**src/rtl/crgc_pkg.sv**
```systemverilog
`default_nettype none

package crgc_pkg;

   // fixed point: one = 2^60
   localparam logic signed [63:0] Q_ONE         = 64'sh1000_0000_0000_0000;
   localparam logic signed [63:0] PI_Q60        = 64'sh3243_F6A8_885A_308D;
   localparam logic signed [63:0] GAIN_INV_Q60  = 64'sd700114967507363320;
   localparam logic signed [63:0] UDEG_TO_Q60   = 64'sd20122276272;
   localparam logic [63:0]        SMUL_CAP      = 64'h4000_0000_0000_0000;

   // angle reduction in microdegrees
   localparam logic signed [31:0] FULL_TURN     = 32'sd360000000;
   localparam logic signed [31:0] HALF_TURN     = 32'sd180000000;
   localparam logic signed [31:0] QUARTER_TURN  = 32'sd90000000;

   // route length
   localparam logic [39:0]        LEN_MAX       = 40'hFF_FFFF_FFFF;
   localparam logic [23:0]        RADIUS_RESET  = 24'd6378388;

   // shared unit sizes
   localparam int                 MUL_PARTS     = 4;
   localparam int                 SQRT_STEPS    = 32;
   localparam int                 SQRT_TOP_BIT  = 62;
   localparam int                 ATAN_DEPTH    = 64;
   localparam int                 ATAN_IW       = 6;

   typedef logic signed [63:0] atan_table_type [ATAN_DEPTH];

   typedef struct packed {
      logic              start;
      logic              vector_mode;
      logic signed [63:0] x;
      logic signed [63:0] y;
      logic signed [63:0] z;
   } cordic_cmd_type;

   typedef struct packed {
      logic              done;
      logic signed [63:0] x;
      logic signed [63:0] y;
      logic signed [63:0] z;
   } cordic_res_type;

   typedef struct packed {
      logic         done;
      logic         neg;
      logic [127:0] mag;
   } mul_res_type;

   // arctangent table: entry 0 is pi/4, the rest the truncated series of atan(2^-i)
   function automatic atan_table_type atan_build();
      atan_table_type    t;
      logic signed [63:0] acc;
      logic [63:0]       num;
      logic [63:0]       quo;
      logic [64:0]       rem;
      logic [64:0]       den;
      int                e;
      for (int i = 0; i < ATAN_DEPTH; i++) begin
         if (i == 0) begin
            t[i] = PI_Q60 >>> 2;
         end else begin
            acc = '0;
            for (int k = 0; k < 31; k++) begin
               e = i * (2 * k + 1);
               if (e <= 60) begin
                  num = 64'd1 << (60 - e);
                  den = 65'(2 * k + 1);
                  rem = '0;
                  quo = '0;
                  // restoring long division
                  for (int b = 63; b >= 0; b--) begin
                     rem = {rem[63:0], num[b]};
                     if (rem >= den) begin
                        rem    = rem - den;
                        quo[b] = 1'b1;
                     end
                  end
                  if ((k % 2) == 1) acc = acc - $signed(quo);
                  else              acc = acc + $signed(quo);
               end
            end
            t[i] = acc;
         end
      end
      return t;
   endfunction

   localparam atan_table_type ATAN_ROM = atan_build();

endpackage

`default_nettype wire

```
**src/rtl/crgc_isqrt.sv**
```systemverilog
`default_nettype none

module crgc_isqrt import crgc_pkg::*; (
   input  wire logic        clock,
   input  wire logic        reset,
   input  wire logic        start,
   input  wire logic [63:0] radicand,
   output logic             done,
   output logic [31:0]      root
);

   logic [63:0] rem_ff, rem_in;
   logic [63:0] res_ff, res_in;
   logic [4:0]  k_ff, k_in;
   logic        busy_ff, busy_in;
   logic        done_ff, done_in;
   logic [63:0] bit_val;
   logic [63:0] trial;

   // digit-by-digit root, one result bit per cycle
   assign bit_val = 64'd1 << (6'(SQRT_TOP_BIT) - {k_ff, 1'b0});
   assign trial   = res_ff + bit_val;

   always_comb begin
      rem_in  = rem_ff;
      res_in  = res_ff;
      k_in    = k_ff;
      busy_in = busy_ff;
      done_in = 1'b0;
      if (start) begin
         rem_in  = radicand;
         res_in  = '0;
         k_in    = '0;
         busy_in = 1'b1;
      end else if (busy_ff) begin
         if (rem_ff >= trial) begin
            rem_in = rem_ff - trial;
            res_in = (res_ff >> 1) + bit_val;
         end else begin
            res_in = res_ff >> 1;
         end
         if (k_ff == 5'(SQRT_STEPS - 1)) begin
            busy_in = 1'b0;
            done_in = 1'b1;
         end else begin
            k_in = k_ff + 5'd1;
         end
      end
   end

   always_ff @(posedge clock) begin
      if (reset) begin
         busy_ff <= 1'b0;
         done_ff <= 1'b0;
         k_ff    <= '0;
      end else begin
         busy_ff <= busy_in;
         done_ff <= done_in;
         k_ff    <= k_in;
      end
      rem_ff <= rem_in;
      res_ff <= res_in;
   end

   assign done = done_ff;
   assign root = res_ff[31:0];

endmodule

`default_nettype wire

```
**config.mk**
```make
export PLATFORM = sky130hd
export DESIGN_NAME = crgc_isqrt
export DESIGN_NICKNAME = d
export VERILOG_FILES = /design/src/rtl/crgc_pkg.sv /design/src/rtl/crgc_isqrt.sv
export SDC_FILE = /design/constraint.sdc
export NUM_CORES = 1
export LEC_CHECK = 0
export BUFFER_PORTS_ARGS = -buffer_cell sky130_fd_sc_hd__buf_2
export CAP_MARGIN = 5
export CORE_MARGIN = 5
export CORE_UTILIZATION = 30
export DETAILED_ROUTE_END_ITERATION = 16
export GPL_ROUTABILITY_DRIVEN = 0
export MAX_ROUTING_LAYER = met4
export SETUP_SLACK_MARGIN = 0.3
export SYNTH_ARGS = -nofsm -noshare
export SYNTH_HDL_FRONTEND = slang
export SYNTH_SLANG_ARGS = --single-unit
```
**constraint.sdc**
```tcl
create_clock -name clock -period 13.3 [get_ports clock]
set_input_delay 0.665 -clock clock [delete_from_list [all_inputs] [get_ports clock]]
set_output_delay 0.665 -clock clock [all_outputs]
set_load 0.01 [all_outputs]
```
* Yosys cells after proc, flatten, opt, wreduce, memory -nomap -nowiden *
Index checks and enable logic that the tools add are counted.

word-level totals
  bits of input ports = 67
  output and inout port bits = 33
  flip-flop bits (word level) = 135

operators by class
  muxes and demuxes = 8
  $lt $le $gt $ge = 1
  shifts and indexed selects = 1
  bitwise logic cells = 2
  reduce and logical (&&, ||, !) cells = 6
  eq/ne operators = 1
  $add $sub $neg = 5

operators with widths
  cell                    count
  $mux W64                4
  $add A63 B64 Y64        1
  $add A64 B64 Y64        1
  $ge A64 B64 Y1          1
  $shl A1 B6 Y64 const A  1
  $sub A64 B64 Y64        1
  $sub A6 B6 Y6 const A   1
  $add A5 B1 Y5 const B   1
  $eq A5 B5 Y1 const B    1
  $mux W1                 4
  $reduce_and A2 Y1       2
  $reduce_bool A2 Y1      2
  $reduce_or A3 Y1        1
  $not A1 Y1              2
  $reduce_or A2 Y1        1

* Longest topological paths before layout *
Gate-level depths: netlist (run 1).

  word-level depth = 7
  mapped depth = 30
  gate-level depth less buffers = 26

* Least setup slack after synthesis (run 1) *
Ideal clock, no wire load.

  kind = reg2reg
  start point = reg k_ff[0]
  end point = reg rem_ff[0], enable pin
  buffers on the path = 3
  arrival time = 6.509 ns
  setup time = 0.421 ns
  cell stages (with the launch flop) = 28
  data required time = 12.879 ns
  setup slack = 6.370 ns
  cell sequence = dfxtp_1 -> ha_1 -> ha_1 -> nand2_1 -> nor2_1 -> ha_1 -> nand2_1 -> nor4_1 -> and4_1 -> a32o_1 -> o21ai_1 -> a21oi_1 -> nor2_1 -> o21ai_1 -> a21oi_1 -> xor2_1 -> ha_1 -> clkbuf_2 -> a21oi_1 -> o21ba_2 -> o31ai_1 -> o2111ai_1 -> o21bai_1 -> and3_1 -> nand2_1 -> buf_2 -> clkbuf_1 -> a21o_1

on the way
  longest elaborated chain between the ends = 6

RTL lines
  element                              line              RTL
  from (decl)                          crgc_isqrt.sv:14  logic [4:0] k_ff, k_in;
  from (signal assigned)               crgc_isqrt.sv:59  k_ff <= k_in;
  $sub A6 B6 Y6                        crgc_isqrt.sv:21  assign bit_val = 64'd1 << (6'(SQRT_TOP_BIT) - {k_ff, 1'b0});
  $shl A1 B6 Y64                       crgc_isqrt.sv:21
  $add A64 B64 Y64                     crgc_isqrt.sv:22  assign trial = res_ff + bit_val;
  $ge A64 B64 Y1                       crgc_isqrt.sv:36  if (rem_ff >= trial) begin
  $reduce_bool A2 Y1 (no source line)  n/a
  $reduce_and A2 Y1 (no source line)   n/a
  to (signal assigned)                 crgc_isqrt.sv:61  rem_ff <= rem_in;
  to (decl)                            crgc_isqrt.sv:12  logic [63:0] rem_ff, rem_in;

Every way passes these cells.
A chain may end at the register's enable or synchronous reset.

* Worst setup path in the final report (run 1) *
  start point = reg k_ff[0]
  end point = reg rem_ff[4], enable pin

The elaborated chain is that of the path after synthesis.

==> results of run 1 <==
## state kept, by name (all words and copies together) (netlist names)
name / count
rem_ff: 64
res_ff: 64
k_ff: 5
busy_ff: 1
done: 1
## report_power, final
group,switching [mW],internal (mW),total [mW]
logic,0.879,0.544,1.42
registers,0.0763,0.567,0.644
clock network,0.203,0.252,0.455
## synthesized netlist by cell type, drive strengths merged (9+ instances only)
cell type,number,area (µm²)
nand2,263,990
o21ai,187,936
nor2,160,601
a21oi,136,684
ha,133,1660
xnor2,94,823
clkbuf,87,329
xor2,76,666
dfxtp,71,1420
a31oi,65,419
edfxtp,64,1920
buf,59,398
a21o,50,377
inv,49,184
nand4,46,294
nand3,37,190
nor3,33,165
o21bai,27,203
nand2b,26,163
a31o,24,210
a211oi,22,175
a311oi,21,190
o21a,19,143
and2,18,113
and3,18,113
nor2b,18,113
or3,16,110
o31ai,13,103
and4,12,105
o211ai,12,90.1
a21boi,11,93.8
mux2i,11,110
mux2,9,101
## per-stage QoR
stage               worst slack [ps]  utilization, %  instance area [µm²]
floorplan                       6370               -                15000
global placement                5340            31.5                15700
detailed placement              5190            31.5                15700
CTS                             5160            32.6                16300
global route                    4640            32.6                16300
finish                          5090            32.6                16300
## cell usage in the layout (no fill, tap or decap), types with 33 or more instances in the layout
cell type / netlist / routed
sky130_fd_sc_hd__a21o_1: 49 / 48
sky130_fd_sc_hd__a21oi_1: 135 / 135
sky130_fd_sc_hd__a31oi_1: 63 / 63
sky130_fd_sc_hd__buf_2: 21 / 98
sky130_fd_sc_hd__dfxtp_1: 71 / 70
sky130_fd_sc_hd__edfxtp_1: 64 / 64
sky130_fd_sc_hd__ha_1: 133 / 133
sky130_fd_sc_hd__inv_1: 49 / 49
sky130_fd_sc_hd__nand2_1: 262 / 262
sky130_fd_sc_hd__nand3_1: 36 / 36
sky130_fd_sc_hd__nand4_1: 45 / 45
sky130_fd_sc_hd__nor2_1: 160 / 159
sky130_fd_sc_hd__nor3_1: 33 / 33
sky130_fd_sc_hd__o21ai_0: 185 / 185
sky130_fd_sc_hd__xnor2_1: 94 / 94
sky130_fd_sc_hd__xor2_1: 76 / 76
## worst max-delay path, cell delays in order (launching register included)
cell and delay, ps:
sky130_fd_sc_hd__dfxtp_1 420, sky130_fd_sc_hd__ha_1 230, sky130_fd_sc_hd__ha_1 210, sky130_fd_sc_hd__nand2_1 70, sky130_fd_sc_hd__nor2_1 220, sky130_fd_sc_hd__ha_1 250, sky130_fd_sc_hd__nand2_1 130, sky130_fd_sc_hd__nor4_1 810
sky130_fd_sc_hd__and4_1 320, sky130_fd_sc_hd__a32o_1 270, sky130_fd_sc_hd__o21ai_1 170, sky130_fd_sc_hd__a21oi_1 410, sky130_fd_sc_hd__nor2_1 120, sky130_fd_sc_hd__o21ai_1 350, sky130_fd_sc_hd__a21oi_1 130, sky130_fd_sc_hd__xor2_1 180
sky130_fd_sc_hd__ha_1 440, sky130_fd_sc_hd__nand2_1 160, sky130_fd_sc_hd__nor3_1 790, sky130_fd_sc_hd__o2111ai_1 220, sky130_fd_sc_hd__o21bai_1 200, sky130_fd_sc_hd__and3_1 260, sky130_fd_sc_hd__nand2_1 80, sky130_fd_sc_hd__buf_4 430
sky130_fd_sc_hd__a21o_2 200, sky130_fd_sc_hd__buf_4 590
## worst paths after layout
path | slack, ps | start | depth (start not counted) | end
worst max-delay path | 5090 | k_ff[0] | 25 | rem_ff[4]
worst min-delay path | 460 | reset | 2 | busy_ff
worst max register to register | 5090 | k_ff[0] | 25 | rem_ff[4]
worst min register to register | 530 | res_ff[63] | 2 | res_ff[63]
## per-layer routing
layer,share of wire (%),track usage [%],vias to the layer above,wire [µm]
li1,-,-,7211,-
met1,46,23.2,6947,22100
met2,44,27.3,559,21400
met3,6.5,3.35,97,3160
met4,3.3,6.48,0,1600
met5,0,-,-,0
## layout make-up
| cell class | instances | area (µm²) |
|---|---|---|
| antenna | 2 | 5.00 |
| timing repair buffer | 108 | 566 |
| inverter | 49 | 184 |
| clock buffer | 17 | 425 |
| clock inverter | 15 | 114 |
| sequential | 135 | 3340 |
| fill | 5376 | 33600 |
| multi-input combinational | 1651 | 10800 |
| tap | 672 | 841 |
## logic make-up after synthesis
group           synth area share [%]
compound gates                  28.0
xor+xnor                        9.91
mux                             1.41
simple gates                    21.0
flops                           22.2
fa+ha+maj                       11.4
buf+inv                         6.06
==> results.txt, run 1 <==
----------------------------------------------------
[Status]
  Result of the run ... completed

[Floorplan]
  Number of ports placed on the die boundary ... 100
  Die outline width ... 234 µm
  Num rows ... 82
  Floorplan die area ... 54700 µm²
  Area of the core region ... 49900 µm²
  Initial Util ... 30.1%
  Floorplan die height ... 234 µm

[Logic synthesis]
  Top flip-flop cell by instance count after synthesis ... sky130_fd_sc_hd__dfxtp_1
  Distinct cells, synth ... 89
  Portion of the post-synthesis area used by sequential elements ... 22.2%
  Gate count after technology mapping ... 1981
  Number of nets in the synthesized netlist ... 2182
  Syn_area_per_cell ... 7.59 µm²
  Number of flops mapped to enable cells by yosys ... 64
  Proportion of register bits with asynchronous set or reset after synthesis ... 0%
  Netlist Area Pre-Place ... 15000 µm²
  Ys Warns ... 0
  Synthesized flop and latch total ... 135

[STA]
  Worst hold-check slack ... 462 ps
  Ratio of final minimum period to clock period ... 61.7%
  Number of failing setup endpoints in the final timing report ... 0
  Least-Margin Pin Slew ... 1120 ps
  Sum of negative setup slack ... 0 ps
  Post-route minimum period ... 8210 ps
  Final max-slew violation count ... 0
  Max Clk Rate ... 122 MHz
  Setup repair after global routing missed its margin ... false
  Worst max-slew margin expressed relative to the limit ... 24.9%
  Final Hold Fails ... 0
  Final Skew ... 16.9 ps

[Clock network]
  Clock tree from TritonCTS ... built
  Number of buffers inserted by hold repair at cts ... 0
  Clock-pin slew on the worst setup and hold paths ... 70 ps
  Maximum level of the CTS H-tree ... 4
  Clock buffers created by TritonCTS ... 17
  Number of sinks handled by clock tree synthesis ... 135
  Source-to-sink clock delay at the later pin of the worst-skew pair ... 470 ps
  Post-cts resize count ... 0
  Root buf cell ... sky130_fd_sc_hd__clkbuf_16
  Number of buffers on the longest clock path ... 2
  Number of post-CTS setup repair buffers ... 0

[Cells and area]
  Layout cell share with drive strength beyond 1 ... 10.3%
  Area Growth Syn to Fin ... 8.18%
  Net total in the final layout ... 2163
  Final standard cell count with taps included and fillers excluded ... 2649

[Global routing]
  Total Routing Usage GR ... 17.7%
  Antenna violations before repair ... 1
  Leftover overflow at the end of global routing ... 0
  Global-route wire length before repair ... 75.9 mm
  Largest net degree at the start of global routing ... 74
  Number of global-route vias before repair ... 13900

[Setup path]
  Crit path capture type ... flop
  Critical Path Fanout Max ... 64
  Arrival time at the worst endpoint ... 8290 ps
  Critical path data required time ... 13380 ps
  Startpoint class of the critical path ... flop
  Worst setup path class ... flop to flop

[Drt]
  Routed wirelength normalized by instance count ... 18.2 µm
  Post-Route WL ... 48.2 mm
  Number of detailed-route iterations in the first pass ... 5
  Residual antenna-violating net count after detailed routing ... 0
  Detailed-route via count ... 14800
  Via/cell ratio ... 5.59
  DRC violation total after the first TritonRoute iteration ... 1327
  Number of design rule violations left after detail routing ... 0

[Place]
  Placed Cells ... 2615
  Number of I/O port buffers ... 99
  Post-detail-place hpwl ... 37.7 mm

[Pwr]
  Overall power after layout ... 2.52 mW
  Cell leakage power ... 6.11 nW
  Max VDD drop ... 0.0980 mV
  Pwr dens ... 155 nW/µm²

[Run]
  Number of max-cap violations ... 0

[Min path]
  Worst min-delay path class ... primary input to flop

----------------------------------------------------
Note: power is estimated with default switching activity, not from simulation.
==> run 2, diff against run 1 <==
- clock period: 13.3 -> 8.2 ns (I/O delays scaled with it)
==> run 2 against run 1 <==
Effect of this change: register-to-register slack worse by 4300 ps; count of clock-buffer cells in the layout is 1 higher; final area is 0.72% higher; die area stayed put.
==> results.txt, run 2 (synthesized netlist as in run 1, its figures left out) <==
----------------------------------------------------
[Run]
  Number of max-cap violations ... 0

[Cells and area]
  Layout cell share with drive strength beyond 1 ... 10.7%
  Fill cells ... 5390
  Most frequent standard cell in the layout excluding fill and tap cells ... sky130_fd_sc_hd__nand2_1
  Largest registers in the final layout ... rem_ff x64, res_ff x64, k_ff x5
  Number of diodes ... 0
  Area taken by flip-flops and latches ... 3340 µm²
  Net total in the final layout ... 2169
  Most frequent cells in the layout ... 262 x sky130_fd_sc_hd__nand2_1, 185 x sky130_fd_sc_hd__o21ai_0, 159 x sky130_fd_sc_hd__nor2_1
  Area Growth Syn to Fin ... 8.96%
  Final standard cell count with taps included and fillers excluded ... 2653
  Total area of multi-input combinational cells ... 10800 µm²

[Min path]
  Worst min-delay path class ... primary input to flop
  Start point of the worst min-delay path ... reset

[Status]
  Result of the run ... completed

[Drt]
  Residual antenna-violating net count after detailed routing ... 0
  Post-Route WL ... 48.5 mm
  Routed wirelength normalized by instance count ... 18.3 µm
  Via/cell ratio ... 5.61
  Number of design rule violations left after detail routing ... 0
  Number of detailed-route iterations in the first pass ... 6
  DRC violation total after the first TritonRoute iteration ... 1413
  Detailed-route via count ... 14900

[Setup path]
  Maximum single-stage delay on the critical path ... 620 ps
  CP delay by family, top ... simple AND/OR/NAND/NOR gates
  Worst path buffer plus inverter count ... 1
  Critical path data required time ... 8560 ps
  Worst-path cell with the longest stage delay ... sky130_fd_sc_hd__nor4_1
  Crit path capture type ... flop
  Worst R2R Start ... k_ff[0]
  Startpoint of the worst setup timing path ... k_ff[0]
  Startpoint class of the critical path ... flop
  Library cell appearing most often on the critical path ... sky130_fd_sc_hd__ha_1
  Critical Path Fanout Max ... 45
  Worst setup path class ... flop to flop
  Arrival time at the worst endpoint ... 7720 ps

[Place]
  Worst setup timing slack at the placement stage ... 960 ps
  Number of I/O port buffers ... 99
  Post-detail-place hpwl ... 37.7 mm
  Placed Cells ... 2621

[Pwr]
  Max VDD drop ... 0.146 mV
  Cell leakage power ... 6.18 nW
  Pwr dens ... 255 nW/µm²
  Overall power after layout ... 4.18 mW

[STA]
  Least-Margin Pin Slew ... 954 ps
  Final Skew ... 12.1 ps
  Ratio of final minimum period to clock period ... 89.8%
  Worst max-slew margin expressed relative to the limit ... 36.4%
  Final max-slew violation count ... 0
  Setup repair after global routing missed its margin ... false
  Worst hold-check slack ... 225 ps
  Post-route minimum period ... 7360 ps
  Setup WS post-layout ... 837 ps
  Sum of negative setup slack ... 0 ps
  Number of failing setup endpoints in the final timing report ... 0
  Final Hold Fails ... 0
  Max Clk Rate ... 136 MHz

[Floorplan]
  Floorplan die height ... 234 µm
  Floorplan die area ... 54700 µm²
  Area of the core region ... 49900 µm²
  Die outline width ... 234 µm
  Initial Util ... 30.1%
  Number of ports placed on the die boundary ... 100
  Num rows ... 82

[Clock network]
  Clock-pin slew on the worst setup and hold paths ... 70 ps
  Number of buffers inserted by hold repair at cts ... 0
  Root buf cell ... sky130_fd_sc_hd__clkbuf_16
  Maximum level of the CTS H-tree ... 4
  Number of sinks handled by clock tree synthesis ... 135
  Number of buffers on the longest clock path ... 2
  Number of post-CTS setup repair buffers ... 0
  Source-to-sink clock delay at the later pin of the worst-skew pair ... 450 ps
  Clock buffers created by TritonCTS ... 17
  Clock tree from TritonCTS ... built
  Post-cts resize count ... 0

[Global routing]
  Global-route wire length before repair ... 75.8 mm
  Total Routing Usage GR ... 17.7%
  Largest net degree at the start of global routing ... 86
  Antenna violations before repair ... 1
  Leftover overflow at the end of global routing ... 0
  Number of global-route vias before repair ... 14100

----------------------------------------------------
==> run 2: worst reg2reg max path, cell delays in order (launching register included) <==
cell and delay (ps):
sky130_fd_sc_hd__dfxtp_1 360, sky130_fd_sc_hd__ha_1 250, sky130_fd_sc_hd__ha_1 240, sky130_fd_sc_hd__nand2_1 80, sky130_fd_sc_hd__nor2_1 60, sky130_fd_sc_hd__ha_1 380, sky130_fd_sc_hd__nand2_1 140, sky130_fd_sc_hd__nor4_1 620
sky130_fd_sc_hd__and4_1 300, sky130_fd_sc_hd__a32o_1 260, sky130_fd_sc_hd__o21ai_1 160, sky130_fd_sc_hd__a21oi_1 380, sky130_fd_sc_hd__nor2_1 130, sky130_fd_sc_hd__o21ai_1 330, sky130_fd_sc_hd__a21oi_1 140, sky130_fd_sc_hd__xor2_1 170
sky130_fd_sc_hd__ha_1 430, sky130_fd_sc_hd__nand2_1 150, sky130_fd_sc_hd__nor3_1 600, sky130_fd_sc_hd__nand4_1 170, sky130_fd_sc_hd__o211ai_1 180, sky130_fd_sc_hd__o2111ai_1 160, sky130_fd_sc_hd__and2_2 560, sky130_fd_sc_hd__buf_4 380
sky130_fd_sc_hd__or3_1 350, sky130_fd_sc_hd__a311oi_1 270
==> run 2: layout make-up <==
cell class                 count  area share (%)
clock buffer                  18            2.62
tap                          672            5.13
multi-input combinational   1651            65.8
timing repair buffer         114            3.80
inverter                      49            1.12
sequential                   135            20.4
clock inverter                14            1.07
==> run 2: stage by stage <==
step                util [%]  cell area (µm²)
finish                  32.8            16400
CTS                     32.8            16400
detailed placement      31.6            15800
global route            32.8            16400
global placement        31.6            15800
floorplan                  -            15000
==> run 2: power breakdown <==
group / total (mW) / internal, mW / switching (mW)
registers: 1.04 / 0.919 / 0.120
logic: 2.33 / 0.897 / 1.43
clock network: 0.815 / 0.480 / 0.335
==> run 2: routing by layer <==
layer | global-route usage [%] | wire (µm) | share of wire, %
met5 | - | 0 | 0
met4 | 6.29 | 1490 | 3.1
met3 | 2.70 | 2960 | 6.1
met2 | 27.2 | 21700 | 45
met1 | 23.7 | 22300 | 46
==> run 2: final timing paths <==
| check | slack (ps) | end | cells past startpoint |
|---|---|---|---|
| hold reg to reg | 530 | res_ff[62] | 2 |
| hold / removal | 230 | busy_ff | 2 |
| setup / recovery | 840 | res_ff[29] | 25 |
| setup reg to reg | 840 | res_ff[29] | 25 |
